File: config.mk
export PLATFORM = sky130hd
export DESIGN_NAME = rgb_color_difference_mask
export DESIGN_NICKNAME = d
export VERILOG_FILES = /design/src/hw/rtl/rcdm_pkg.sv /design/src/hw/rtl/rcdm_lane.sv /design/src/hw/rtl/rgb_color_difference_mask.sv
export SDC_FILE = /design/constraint.sdc
export NUM_CORES = 1
export LEC_CHECK = 0
export BUFFER_PORTS_ARGS = -buffer_cell sky130_fd_sc_hd__clkbuf_2
export CAP_MARGIN = 20
export CORE_UTILIZATION = 59
export CTS_CLUSTER_SIZE = 8
export DETAILED_ROUTE_END_ITERATION = 8
export PLACE_DENSITY = 0.79
export SETUP_SLACK_MARGIN = 0.1
export SLEW_MARGIN = 0
export SYNTH_ARGS = -nofsm -noshare
export SYNTH_HDL_FRONTEND = slang
export SYNTH_SLANG_ARGS = --single-unit
File: constraint.sdc
create_clock -name i_clk -period 5.1 [get_ports i_clk]
set_input_delay 0.765 -clock i_clk [delete_from_list [all_inputs] [get_ports i_clk]]
set_output_delay 0.765 -clock i_clk [all_outputs]
set_load 0.03 [all_outputs]
File: src/hw/rtl/rcdm_pkg.sv
// Package with the types and constants of the color difference mask.
`timescale 1ns / 1ps
`default_nettype none

package rcdm_pkg;

    // Number of register stages from the input to the output register.
    localparam int STAGES = 6;

    // Configuration register indexes.
    localparam logic CFG_KEY_MODE = 1'b0;
    localparam logic CFG_GAIN     = 1'b1;

    // Key modes.
    localparam logic [2:0] MODE_RED     = 3'd0;
    localparam logic [2:0] MODE_GREEN   = 3'd1;
    localparam logic [2:0] MODE_BLUE    = 3'd2;
    localparam logic [2:0] MODE_CYAN    = 3'd3;
    localparam logic [2:0] MODE_MAGENTA = 3'd4;
    localparam logic [2:0] MODE_YELLOW  = 3'd5;
    localparam logic [2:0] MODE_MAX     = 3'd6;
    localparam logic [2:0] MODE_UNUSED  = 3'd7;

    // Reset values of the configuration registers.
    localparam logic [2:0]  KEY_MODE_RESET = MODE_RED;
    localparam logic [15:0] GAIN_RESET     = 16'd1000;

    // Rounding offset of the premultiply.
    localparam logic [15:0] PREMUL_ROUND = 16'd127;

    // Gain scaling: round by half of one thousand, saturate at 255.5 thousandths.
    localparam logic [23:0] GAIN_ROUND = 24'd500;
    localparam logic [23:0] SAT_LIMIT  = 24'd256000;

    // Division by 125 as multiply by ceil(2^22 / 125) and shift by 22;
    // exact for dividends below 59074.
    localparam logic [15:0] RECIP_125   = 16'd33555;
    localparam int          RECIP_SHIFT = 22;

    localparam logic [7:0] CHAN_MAX = 8'd255;

    // Per-lane control from the top level.
    typedef struct packed {
        logic en_mul;
        logic en_div;
        logic invert;
    } t_lane_ctrl;

endpackage

`default_nettype wire

File: src/hw/rtl/rcdm_lane.sv
// One color channel lane: optional inversion and premultiply by alpha / 255.
`timescale 1ns / 1ps
`default_nettype none

module rcdm_lane (
    input  wire logic              i_clk,
    input  wire rcdm_pkg::t_lane_ctrl i_ctrl,
    input  wire logic [7:0]        i_alpha,
    input  wire logic [7:0]        i_chan,
    output logic [7:0]             o_chan
);

    logic [7:0]  chan_k;
    logic [15:0] r_prod;
    logic [16:0] div_sum;

    // Inversion is 255 minus the value, which for eight bits is the complement.
    assign chan_k = i_ctrl.invert ? ~i_chan : i_chan;

    // First stage: channel times alpha plus the rounding offset.
    always_ff @(posedge i_clk) begin
        if (i_ctrl.en_mul) begin
            r_prod <= ({8'd0, chan_k} * {8'd0, i_alpha}) + rcdm_pkg::PREMUL_ROUND;
        end
    end

    // Division by 255 as (x + 1 + x / 256) / 256, exact for x below 65535.
    // An opaque pixel gives back the channel itself, so no bypass is needed.
    assign div_sum = {1'b0, r_prod} + 17'd1 + {9'd0, r_prod[15:8]};

    // Second stage: the premultiplied channel.
    always_ff @(posedge i_clk) begin
        if (i_ctrl.en_div) begin
            o_chan <= div_sum[15:8];
        end
    end

endmodule

`default_nettype wire

File: src/hw/rtl/rgb_color_difference_mask.sv
// Top level of the color difference key mask pipeline.
//
// Usage: one ARGB pixel enters per request on the input channel
// (i_in_valid / o_in_ready) and one mask alpha leaves per request on the
// output channel (o_out_valid / i_out_ready). The mask color is implied white.
// Configuration is written through i_cfg_wr_en, i_cfg_index and i_cfg_data
// while no pixel is in flight: index 0 is the key mode, index 1 the gain in
// thousandths.
// Throughput is one pixel per clock when the receiver takes every result;
// that rate comes from the six-stage pipeline, in which the two multiplies
// of the premultiply and gain scaling each own a stage.
// Each stage has its own valid bit and moves when its successor has room, so
// a stalled receiver holds the result in the output register while the
// earlier stages keep filling their empty slots; nothing is lost or repeated.
// Synchronous reset clears all valid bits, sets the key mode to red and the
// gain to unity.
`timescale 1ns / 1ps
`default_nettype none

module rgb_color_difference_mask (
    input  wire logic        i_clk,
    input  wire logic        i_rst_n,
    input  wire logic        i_cfg_wr_en,
    input  wire logic        i_cfg_index,
    input  wire logic [15:0] i_cfg_data,
    input  wire logic        i_in_valid,
    output logic             o_in_ready,
    input  wire logic [7:0]  i_in_alpha,
    input  wire logic [7:0]  i_in_red,
    input  wire logic [7:0]  i_in_green,
    input  wire logic [7:0]  i_in_blue,
    output logic             o_out_valid,
    input  wire logic        i_out_ready,
    output logic [7:0]       o_mask_alpha
);

    localparam int STAGES = rcdm_pkg::STAGES;

    logic [2:0]  r_key_mode;
    logic [15:0] r_gain;

    logic [STAGES:1]   r_vld;
    logic [STAGES:1]   stage_en;
    logic [STAGES-1:1] r_azero;

    logic                 invert;
    rcdm_pkg::t_lane_ctrl lane_ctrl;
    logic [7:0]           red_p;
    logic [7:0]           green_p;
    logic [7:0]           blue_p;

    logic [7:0]  key_val;
    logic [7:0]  r_key;
    logic [23:0] r_scaled;
    logic        r_sat;
    logic [30:0] r_quot;
    logic [7:0]  r_mask;

    // Difference of one channel against the larger of the other two, floored at 0.
    function automatic logic [7:0] diff_clamped(input logic [7:0] a, input logic [7:0] b,
                                                input logic [7:0] c);
        logic [7:0] m;
        m = (b > c) ? b : c;
        return (a > m) ? (a - m) : 8'd0;
    endfunction

    // Configuration registers.
    always_ff @(posedge i_clk) begin
        if (!i_rst_n) begin
            r_key_mode <= rcdm_pkg::KEY_MODE_RESET;
            r_gain     <= rcdm_pkg::GAIN_RESET;
        end else if (i_cfg_wr_en) begin
            unique case (i_cfg_index)
                rcdm_pkg::CFG_KEY_MODE: r_key_mode <= i_cfg_data[2:0];
                rcdm_pkg::CFG_GAIN:     r_gain     <= i_cfg_data;
                default:                r_gain     <= r_gain;
            endcase
        end
    end

    // Each stage may load when it is empty or its content moves on.
    always_comb begin
        stage_en[STAGES] = !r_vld[STAGES] || i_out_ready;
        for (int k = STAGES - 1; k >= 1; k--) begin
            stage_en[k] = !r_vld[k] || stage_en[k + 1];
        end
    end

    assign o_in_ready  = stage_en[1];
    assign o_out_valid = r_vld[STAGES];

    // Valid bits travel with the data.
    always_ff @(posedge i_clk) begin
        if (!i_rst_n) begin
            r_vld <= '0;
        end else begin
            if (stage_en[1]) begin
                r_vld[1] <= i_in_valid;
            end
            for (int k = 2; k <= STAGES; k++) begin
                if (stage_en[k]) begin
                    r_vld[k] <= r_vld[k - 1];
                end
            end
        end
    end

    // The zero-alpha flag follows the pixel down to the output register.
    always_ff @(posedge i_clk) begin
        if (stage_en[1]) begin
            r_azero[1] <= (i_in_alpha == 8'd0);
        end
        for (int k = 2; k <= STAGES - 1; k++) begin
            if (stage_en[k]) begin
                r_azero[k] <= r_azero[k - 1];
            end
        end
    end

    // Channel lanes: stages one and two.
    assign invert = (r_key_mode == rcdm_pkg::MODE_CYAN) ||
                    (r_key_mode == rcdm_pkg::MODE_MAGENTA) ||
                    (r_key_mode == rcdm_pkg::MODE_YELLOW);

    assign lane_ctrl.en_mul = stage_en[1];
    assign lane_ctrl.en_div = stage_en[2];
    assign lane_ctrl.invert = invert;

    rcdm_lane u_lane_red (
        .i_clk   (i_clk),
        .i_ctrl  (lane_ctrl),
        .i_alpha (i_in_alpha),
        .i_chan  (i_in_red),
        .o_chan  (red_p)
    );

    rcdm_lane u_lane_green (
        .i_clk   (i_clk),
        .i_ctrl  (lane_ctrl),
        .i_alpha (i_in_alpha),
        .i_chan  (i_in_green),
        .o_chan  (green_p)
    );

    rcdm_lane u_lane_blue (
        .i_clk   (i_clk),
        .i_ctrl  (lane_ctrl),
        .i_alpha (i_in_alpha),
        .i_chan  (i_in_blue),
        .o_chan  (blue_p)
    );

    // Key value selection by mode.
    always_comb begin
        unique case (r_key_mode)
            rcdm_pkg::MODE_RED, rcdm_pkg::MODE_CYAN:
                key_val = diff_clamped(red_p, green_p, blue_p);
            rcdm_pkg::MODE_GREEN, rcdm_pkg::MODE_MAGENTA:
                key_val = diff_clamped(green_p, blue_p, red_p);
            rcdm_pkg::MODE_BLUE, rcdm_pkg::MODE_YELLOW:
                key_val = diff_clamped(blue_p, red_p, green_p);
            rcdm_pkg::MODE_MAX: begin
                key_val = (red_p > green_p) ? red_p : green_p;
                key_val = (blue_p > key_val) ? blue_p : key_val;
            end
            rcdm_pkg::MODE_UNUSED:
                key_val = 8'd0;
            default:
                key_val = 8'd0;
        endcase
    end

    // Stage three: key value.
    always_ff @(posedge i_clk) begin
        if (stage_en[3]) begin
            r_key <= key_val;
        end
    end

    // Stage four: key times gain plus half of one thousand.
    always_ff @(posedge i_clk) begin
        if (stage_en[4]) begin
            r_scaled <= ({16'd0, r_key} * {8'd0, r_gain}) + rcdm_pkg::GAIN_ROUND;
        end
    end

    // Stage five: saturation test and reciprocal multiply of the value / 8 by 125.
    always_ff @(posedge i_clk) begin
        if (stage_en[5]) begin
            r_sat  <= (r_scaled >= rcdm_pkg::SAT_LIMIT);
            r_quot <= {16'd0, r_scaled[17:3]} * {15'd0, rcdm_pkg::RECIP_125};
        end
    end

    // Stage six: output register.
    always_ff @(posedge i_clk) begin
        if (stage_en[6]) begin
            if (r_azero[5]) begin
                r_mask <= 8'd0;
            end else if (r_sat) begin
                r_mask <= rcdm_pkg::CHAN_MAX;
            end else begin
                r_mask <= r_quot[rcdm_pkg::RECIP_SHIFT + 7:rcdm_pkg::RECIP_SHIFT];
            end
        end
    end

    assign o_mask_alpha = r_mask;

endmodule

`default_nettype wire

# Word level (Yosys, flattened, before mapping)
# Cells that the tools add are included.
dict set report word_totals {
  ram_bits 0
  regBits 173
  latchBits 0
  mem_bits_ro 0
  n_memories 0
  elab_cells 93
}
dict set report classes {
  eq_ne 7
  n_reduce_logical 21
  multipliers 5
  n_addsub 13
  bitwise 4
  n_div 0
  muxes 12
  n_lt_le_gt_ge 7
  n_shift 0
}
# operator count
set op_table {}
lappend op_table {{2-to-1 mux 8 bit} 11}
lappend op_table {{adder 16 x 1 -> 16 bit (second input constant)} 3}
lappend op_table {{adder 16 x 7 -> 16 bit (second input constant)} 3}
lappend op_table {{adder 16 x 8 -> 16 bit} 3}
lappend op_table {{> comparator 8 bit} 6}
lappend op_table {{multiplier 8 x 8 -> 16 bit} 3}
lappend op_table {{one-hot mux 8 bit (5 select lines)} 1}
lappend op_table {{multiplier 15 x 16 -> 30 bit (second input constant)} 1}
lappend op_table {{adder 24 x 9 -> 24 bit (second input constant)} 1}
lappend op_table {{greater-or-equal comparator 24 x 18 -> 1 bit (second input constant)} 1}
lappend op_table {{multiplier 8 x 16 -> 24 bit} 1}
lappend op_table {{inverter 8 bit} 3}
lappend op_table {{subtractor 8 bit} 3}
lappend op_table {{equality test 3 bit (second input constant)} 4}
lappend op_table {{logical NOT 8 bit} 1}
lappend op_table {{logical OR 1 bit} 8}
lappend op_table {{equality test 3 x 2 -> 1 bit (second input constant)} 2}
lappend op_table {{logical NOT 1 bit} 6}
lappend op_table {{OR reduction 2 bit} 3}
lappend op_table {{AND reduction 2 bit} 2}
lappend op_table {{equality test 3 x 1 -> 1 bit (second input constant)} 1}
lappend op_table {{logical NOT 3 bit} 1}
lappend op_table {{inverter 1 bit} 1}

# Depth between registers and ports, before layout
# Gate-level depths: netlist (run 1).
dict set report logic_depth {
  word_depth 7
  mapped_depth 22
  depth_no_buf 21
}

# By module
# From an unflattened synthesis (run 1), not the netlist that was laid out.
dict set report unflattened {
  hier_cells 2324
  hier_area_um2 22200.0
}
# mod seq_area_each_um2 area_per_inst_um2 instances cells_per_inst
set by_module_without_submodules {}
lappend by_module_without_submodules {rgb_color_difference_mask 2122.0 11928.9 1 1288}
lappend by_module_without_submodules {{rcdm_lane at u_lane_blue} 720.7 3469.6 1 350}
lappend by_module_without_submodules {{rcdm_lane at u_lane_red} 720.7 3469.6 1 357}
lappend by_module_without_submodules {{rcdm_lane at u_lane_green} 720.7 3331.9 1 329}

# Worst setup path before layout (run 1)
# OpenSTA, ideal clock, no wires.
dict set report synth_timing {
  path_type {reg2reg}
  start {register r_key_mode[1]}
  end {register u_lane_blue.r_prod[14], data pin}
  synth_period_minus_slack_ps 5486
  required_time_ps 4834
  setup_slack_ps -386
  path_stages_with_launch 23
  path_buffers 2
  setup_time_ps 266
  t_arrival_ps 5221
  path_cell_list {dfxtp_1 -> clkbuf_1 -> nand3_1 -> o21ai_1 -> buf_2 -> xor2_1 -> nand2_1 -> fa_1 -> inv_1 -> ha_1 -> fa_1 -> inv_1 -> fa_1 -> inv_1 -> ha_1 -> nor2b_1 -> o21ai_0 -> a21boi_0 -> o21ai_0 -> a21oi_1 -> a41o_1 -> o41ai_1 -> xnor2_1}
}
dict set report synth_between {
  elab_chain_len 6
  elab_cells_between_ends 8
  classes_between {1 x add/sub; 1 x mul; 3 x eq/ne; 1 x mux; 2 x reduce/logical}
}
# element line_no
set synth_rtl {}
lappend synth_rtl {{from (decl)} rgb_color_difference_mask.sv:39} ;# logic [2:0] r_key_mode;
lappend synth_rtl {{from (signal assigned)} rgb_color_difference_mask.sv:70} ;# r_key_mode <= rcdm_pkg::KEY_MODE_RESET;
lappend synth_rtl {{from (signal assigned)} rgb_color_difference_mask.sv:74} ;# rcdm_pkg::CFG_KEY_MODE: r_key_mode <= i_cfg_data[2:0];
lappend synth_rtl {{equality test 3 x 2 -> 1 bit or equality test 3 bit (tied branches)} {rgb_color_difference_mask.sv:121, rgb_color_difference_mask.sv:122}}
lappend synth_rtl {{logical OR 1 bit} rgb_color_difference_mask.sv:121} ;# assign invert = (r_key_mode == rcdm_pkg::MODE_CYAN) ||
lappend synth_rtl {{logical OR 1 bit (*)} rgb_color_difference_mask.sv:122} ;# (r_key_mode == rcdm_pkg::MODE_MAGENTA) ||
lappend synth_rtl {{2-to-1 mux 8 bit (*)} rcdm_lane.sv:18} ;# assign chan_k = i_ctrl.invert ? ~i_chan : i_chan;
lappend synth_rtl {{multiplier 8 x 8 -> 16 bit (*)} rcdm_lane.sv:23} ;# r_prod <= ({8'd0, chan_k} * {8'd0, i_alpha}) + rcdm_pkg::PREMUL_ROUND;
lappend synth_rtl {{adder 16 x 7 -> 16 bit (*)} rcdm_lane.sv:23}
lappend synth_rtl {{to (signal assigned)} rcdm_lane.sv:23}
lappend synth_rtl {{to (decl)} rcdm_lane.sv:14} ;# logic [15:0] r_prod;
# Every way passes the cells marked *; elsewhere a longest branch is shown, timed or not.
# A chain may end at the register's enable or synchronous reset.

# Final worst setup path (run 1)
dict set report layout_timing {
  start {register r_key_mode[2]}
  end {register u_lane_red.r_prod[15], data pin}
}
dict set report layout_between {
  elab_chain_len 6
  elab_cells_between_ends 8
  classes_between {1 x add/sub; 1 x mul; 3 x eq/ne; 1 x mux; 2 x reduce/logical}
}
# element line_no
set layout_rtl {}
lappend layout_rtl {{equality test 3 x 2 -> 1 bit or equality test 3 bit (tied branches)} {rgb_color_difference_mask.sv:121, rgb_color_difference_mask.sv:122}}
lappend layout_rtl {{logical OR 1 bit} rgb_color_difference_mask.sv:121}
lappend layout_rtl {{logical OR 1 bit (*)} rgb_color_difference_mask.sv:122}
lappend layout_rtl {{2-to-1 mux 8 bit (*)} rcdm_lane.sv:18}
lappend layout_rtl {{multiplier 8 x 8 -> 16 bit (*)} rcdm_lane.sv:23}
lappend layout_rtl {{adder 16 x 7 -> 16 bit (*)} rcdm_lane.sv:23}
lappend layout_rtl {{to (signal assigned)} rcdm_lane.sv:23}
lappend layout_rtl {{to (decl)} rcdm_lane.sv:14}
# Marks and branches as above.

==> impl_metrics.json, run 1 <==
{
  "maxSlewHeadroom_pct": 30.5,
  "start_util_pct": 60.4,
  "rows": 69,
  "drive_gt1_share_pct": 18.6,
  "final_cell_mix": "432 x inv_1, 292 x ha_1, 242 x fa_1, 192 x nand2_1, 183 x and2_1",
  "clkSinkCount": 151,
  "synth_nets": 2917,
  "synth_edf_count": 126,
  "diodes": 0,
  "root_buffer": "clkbuf_16",
  "first_pass_iters": 8,
  "die_h_um": 194,
  "synth-main-ff-cell": "edfxtp_1",
  "hold_depth": 0,
  "die_w_um": 194,
  "place_congestion": 0.972,
  "grt_pass1_wl_mm": 80.2,
  "worst_clock_skew_ns": 0.0171,
  "status": "finished with violations",
  "core_area_mm2": 0.0358,
  "avgViaCountPerCell": 5.58,
  "die_area_mm2": 0.0375,
  "crit_fanout": 6,
  "dp_hpwl_mm": 39.4,
  "drt_iter0_markers": 991,
  "antenna_found_initial": 1,
  "synth-async-reset-ratio_pct": 0,
  "fmax_mhz": 197,
  "yosysWarnings": 0,
  "synth_area_per_cell_um2": 9.50,
  "setup_viol": 0,
  "wl_per_cell_um": 17.2,
  "violations": "DRC",
  "critPathSlowestCell": "fa_1",
  "cts_buffer_depth": 2,
  "synth_seq_cells": 151,
  "worstReg2RegEnd": "u_lane_red.r_prod[15]",
  "cts_max_level": 4,
  "period_needed_ns": 5.08,
  "synth_cells": 2277,
  "synth_area_mm2": 0.0216,
  "ant_nets": 0,
  "reg2reg_depth": 25,
  "max-cap-violations": 0,
  "path_clk_slew_ns": 0.07,
  "crit_arrival_ns": 5.26,
  "slew_viol_final": 0,
  "synthToLayoutAreaGrowth_pct": 18.4,
  "overflow": 0,
  "grt_start_max_net_pins": 51,
  "fin_setup_tns_ns": 0,
  "hold_class": "reg -> reg",
  "cp_num_buf_inv": 9,
  "r2r_slack_ns": 0.02,
  "port_buffers": 63,
  "grt_pass1_vias": 17020,
  "crit_family": "adder cells",
  "rsz0062_at_grt": "yes",
  "pin_count": 64,
  "cts_tree": "done",
  "post-route-period-util_pct": 99.6,
  "final_core_util_pct": 71.5,
  "final_nets": 3124,
  "grt_use_total_pct": 26.3,
  "drc_errors": 2,
  "final_common_cell": "inv_1",
  "cp-end-kind": "register",
  "tightest_slew_ns": 1.04,
  "r2r-start": "r_key_mode[2]",
  "cp_slowest_stage_delay_ns": 0.53,
  "required_ns": 5.28,
  "worstHoldEndpoint": "r_azero[2]",
  "ys_seq_area_share_pct": 19.8,
  "worstHoldStart": "r_azero[1]",
  "cp-start-kind": "register",
  "num_vias": 16496,
  "cts_inserted_buffers": 17,
  "crit_type": "reg -> reg",
  "clkLatencyLatePin_ns": 0.44,
  "hold_viol_final": 0,
  "synth_cell_types": 63,
  "routed_wl_mm": 51.0,
  "crit_path_frequent_cell": "buf_6"
}
==> stage by stage <==
step,worst slack (ns),instances,hold WS [ns],cell area (um2)
floorplan,0.0966,2277,0.400,21900
global placement,-0.0473,2867,0.403,23500
detailed placement,-0.195,2867,0.410,23500
CTS,0.0476,2931,0.433,24700
global route,-0.124,2958,0.444,25600
finish,0.0193,2958,0.424,25600
==> cells in the mapped netlist (all sizes together), types with 3 or more instances <==
cell type,instances,area (um2)
o21ai,47,235
o2111ai,5,43.8
a22oi,4,30.0
and2,195,1220
xnor2,71,622
nor3b,4,30.0
o21bai,6,45.0
or2,8,50.1
nand2b,7,43.8
a21boi,20,150
or3,7,43.8
and3,12,75.1
nand3,36,180
a211oi,10,75.1
a21o,32,240
nor3,16,80.1
nand3b,8,60.1
inv,456,1710
or4,5,37.5
a21oi,65,325
dfxtp,25,500
nor2b,23,144
buf,4,17.5
o22ai,4,31.3
nand2,205,769
a41o,3,30.0
a31oi,8,50.1
a211o,10,87.6
xor2,43,377
edfxtp,126,3780
o211ai,5,37.5
nor4,4,25.0
ha,334,4180
o21a,22,165
o311ai,4,52.6
nand4,15,93.8
nor2,84,315
and4,5,43.8
fa,252,5040
clkbuf,42,158
mux2i,25,250
==> worst reg2reg max path, delay by kind of cell, from the launching register on <==
| family | cells | cell delay, ns |
|---|---|---|
| AO/OA/AOI/OAI | 7 | 1.00 |
| flip-flops | 1 | 0.35 |
| adder cells (fa/ha/maj) | 5 | 1.89 |
| AND/OR/NAND/NOR | 3 | 0.40 |
| buffers and inverters | 9 | 0.97 |
| XOR/XNOR | 1 | 0.18 |
==> flip-flops by register name (all words and copies together), names as in the netlist <==
name	flops
u_lane_blue.r_prod	16
r_gain	16
r_sat	1
o_mask_alpha	8
r_scaled	24
r_key_mode	3
u_lane_red.o_chan	8
r_key	8
u_lane_red.r_prod	16
u_lane_green.o_chan	8
u_lane_blue.o_chan	8
r_vld	6
r_azero	5
r_quot	8
u_lane_green.r_prod	16
==> cell type report <==
| cell class | instances | area, um2 |
|---|---|---|
| Clock buffer | 17 | 425 |
| Timing Repair Buffer | 234 | 1790 |
| Fill cell | 2415 | 10200 |
| Inverter | 456 | 1710 |
| Clock inverter | 15 | 175 |
| Tap cell | 461 | 577 |
| Sequential cell | 151 | 4290 |
| Multi-Input combinational cell | 1624 | 16700 |
==> cells by family (layout without fill, tap and decap cells) <==
| family | count (synthesis) | after routing | synth area share (%) |
|---|---|---|---|
| flops | 151 | 151 | 19.8 |
| compound gates | 261 | 261 | 8.08 |
| mux | 25 | 25 | 1.16 |
| xor+xnor | 114 | 114 | 4.61 |
| fa+ha+maj | 586 | 586 | 42.6 |
| simple gates | 638 | 638 | 15.0 |
| buf+inv | 502 | 722 | 8.72 |
==> routing by layer <==
metal  track usage (%)  part of all wire, %
met2              49.1                   54
met5                 0                    0
met3              2.39                  3.2
met4              8.39                  2.5
met1              31.7                   40
==> how the worst max path moves through the flow <==
| stage | startpoint | endpoint | cells past startpoint |
|---|---|---|---|
| 2_1_floorplan | r_scaled[4] | r_quot[29] | 17 |
| 3_3_place_gp | r_key[1] | r_scaled[21] | 18 |
| 3_5_place_dp | r_key_mode[1] | u_lane_blue.r_prod[14] | 21 |
| 4_1_cts | r_scaled[4] | r_quot[29] | 17 |
| 5_1_grt | r_key_mode[2] | u_lane_red.r_prod[15] | 25 |
| 6_report | r_key_mode[2] | u_lane_red.r_prod[15] | 25 |
==> timing repair <==
item	4_1_cts	5_1_grt
gates resized for setup	64	160
gates cloned	1	0
buffers inserted	31	30
pin swaps	59	123
endpoints found under the setup margin	29	43
hold buffers	0	0
Power of run 1 is left out: the tool's default activity adds up to more than one toggle a clock period on the data nets, which glitch-free logic cannot reach.
==> run 2: changes to the inputs <==
- BUFFER_PORTS_ARGS: -buffer_cell sky130_fd_sc_hd__clkbuf_2 -> unset
- CORE_UTILIZATION: 59 -> 61
- DONT_BUFFER_PORTS: unset -> 1
- PLACE_DENSITY: 0.79 -> 0.8
- SETUP_SLACK_MARGIN: 0.1 -> 0.05
==> run 2 against run 1 <==
Effect of this change:
- wire length is 1.4% lower
- sequential cell count unchanged
- via count shrank 1.2%
- core utilization grew 0.080 points
- critical path depth down 8
- die area decreased by 3.2%
- the flow finishes with violations (setup timing)
- hold slack worse by 0.032 ns
- final cell count is 2.9% lower
- fmax is 1.5% lower
- first-iteration DRC count up 3.9%
==> impl_metrics.json, run 2 (synthesized netlist as in run 1, its figures left out) <==
{
  "status": "finished with violations",
  "violations": "setup timing",
  "synthToLayoutAreaGrowth_pct": 14.9,
  "cp-start-kind": "register",
  "ant_nets": 0,
  "die_area_mm2": 0.0362,
  "cts_hold_buf": 0,
  "slew_viol_final": 0,
  "worst_clock_skew_ns": 0.0137,
  "worstReg2RegEnd": "r_quot[26]",
  "grt_use_total_pct": 27.7,
  "final_cell_area_mm2": 0.0249,
  "place_ws_ns": -0.166,
  "multi_input_comb_area_mm2": 0.0164,
  "pin_count": 64,
  "num-fill-cells": 2361,
  "final_nets": 3044,
  "setup_viol": 4,
  "wl_per_cell_um": 17.5,
  "num_vias": 16302,
  "clkLatencyLatePin_ns": 0.44,
  "period_needed_ns": 5.16,
  "hold_viol_final": 0,
  "tightest_slew_ns": 1.00,
  "drt_iter0_markers": 1030,
  "worstHoldEndpoint": "r_gain[3]",
  "die_h_um": 190,
  "r2r-start": "r_scaled[4]",
  "hold_class": "in -> reg",
  "post-route-period-util_pct": 101,
  "cp-end-kind": "register",
  "drc_errors": 0,
  "routed_wl_mm": 50.3,
  "required_ns": 5.29,
  "seqCellArea_mm2": 0.00429,
  "crit_arrival_ns": 5.35,
  "critPathLaunch": "r_scaled[4]",
  "final_cell_mix": "449 x inv_1, 312 x ha_1, 248 x fa_1, 197 x nand2_1, 193 x and2_1",
  "largest_register_ffs": 24,
  "antenna_found_initial": 2,
  "hold_depth": 1,
  "grt_start_max_net_pins": 28,
  "cts_buffer_depth": 2,
  "final_core_util_pct": 71.6,
  "layout.cells.non_filler": 2872,
  "rows": 68,
  "drive_gt1_share_pct": 13.2,
  "clkSinkCount": 151,
  "die_w_um": 190,
  "cts_inserted_buffers": 17,
  "place_congestion": 0.966,
  "fin_ws_ns": -0.0560,
  "path_clk_slew_ns": 0.07,
  "fmax_mhz": 194,
  "crit_fanout": 3,
  "dp.cells": 2802,
  "root_buffer": "clkbuf_16",
  "dp_hpwl_mm": 38.9,
  "r2r_slack_ns": -0.06,
  "reg2reg_depth": 17,
  "start_util_pct": 62.3,
  "first_pass_iters": 6,
  "place_area_mm2": 0.0232,
  "grt_pass1_wl_mm": 79.9,
  "max-cap-violations": 0,
  "core_area_mm2": 0.0347,
  "crit_type": "reg -> reg",
  "rsz0062_at_grt": "yes",
  "worstHoldStart": "i_rst_n",
  "largest_register": "r_scaled",
  "port_buffers": 0,
  "overflow": 0,
  "cts_tree": "done",
  "final_common_cell": "inv_1",
  "cts_max_level": 4,
  "diodes": 0,
  "maxSlewHeadroom_pct": 33.0,
  "grt_pass1_vias": 16897,
  "avgViaCountPerCell": 5.68
}
-- run 2: cell type report --
class	instances	share of cell area, %
well taps	455	2.29
multi-input cells	1624	65.9
clock buffers	20	1.88
flip-flops and latches	151	17.2
repair buffers	154	5.37
clock inverters	12	0.443
inverters	456	6.90
-- run 2: worst max-delay path, stage by stage (launching register included) --
cell	delay [ns]
edfxtp_1	0.42
ha_1	0.31
ha_2	0.18
fa_1	0.49
inv_2	0.04
fa_1	0.46
fa_1	0.56
inv_2	0.04
fa_1	0.47
ha_1	0.30
o21a_1	0.18
o21ai_2	0.17
o21bai_1	0.11
o2111a_2	0.29
o311ai_4	0.32
or2b_1	0.30
buf_4	0.14
xor2_1	0.14
-- run 2: metrics by stage --
step | hold slack, ns | setup TNS, ns
2_1_floorplan | 0.400 | 0
3_3_place_gp | 0.401 | -0.0606
3_5_place_dp | 0.417 | -1.31
4_1_cts | 0.381 | -0.178
5_1_grt | 0.382 | -1.28
6_report | 0.392 | -0.123
-- run 2: what timing repair did --
action,CTS,global route
pin swaps,23,95
buffers inserted,15,23
cloned,1,0
gates resized for setup,41,120
setup endpoints to repair,26,41
-- run 2: worst max-delay path by stage --
stage            endpoint  slack, ns
6_report       r_quot[26]      -0.06
3_3_place_gp   r_quot[27]      -0.03
4_1_cts        r_quot[26]      -0.06
5_1_grt        r_quot[29]      -0.20
2_1_floorplan  r_quot[27]       0.05
3_5_place_dp   r_quot[27]      -0.17
-- run 2: routing by layer --
| metal | up-vias | part of all wire, % | GRT usage (%) |
|---|---|---|---|
| li1 | 7611 | - | - |
| met1 | 8051 | 40 | 33.0 |
| met2 | 514 | 53 | 51.0 |
| met3 | 124 | 4.5 | 3.81 |
| met4 | 2 | 2.8 | 9.05 |
| met5 | - | 0.026 | 0 |
Power of run 2 is left out for the same reason.
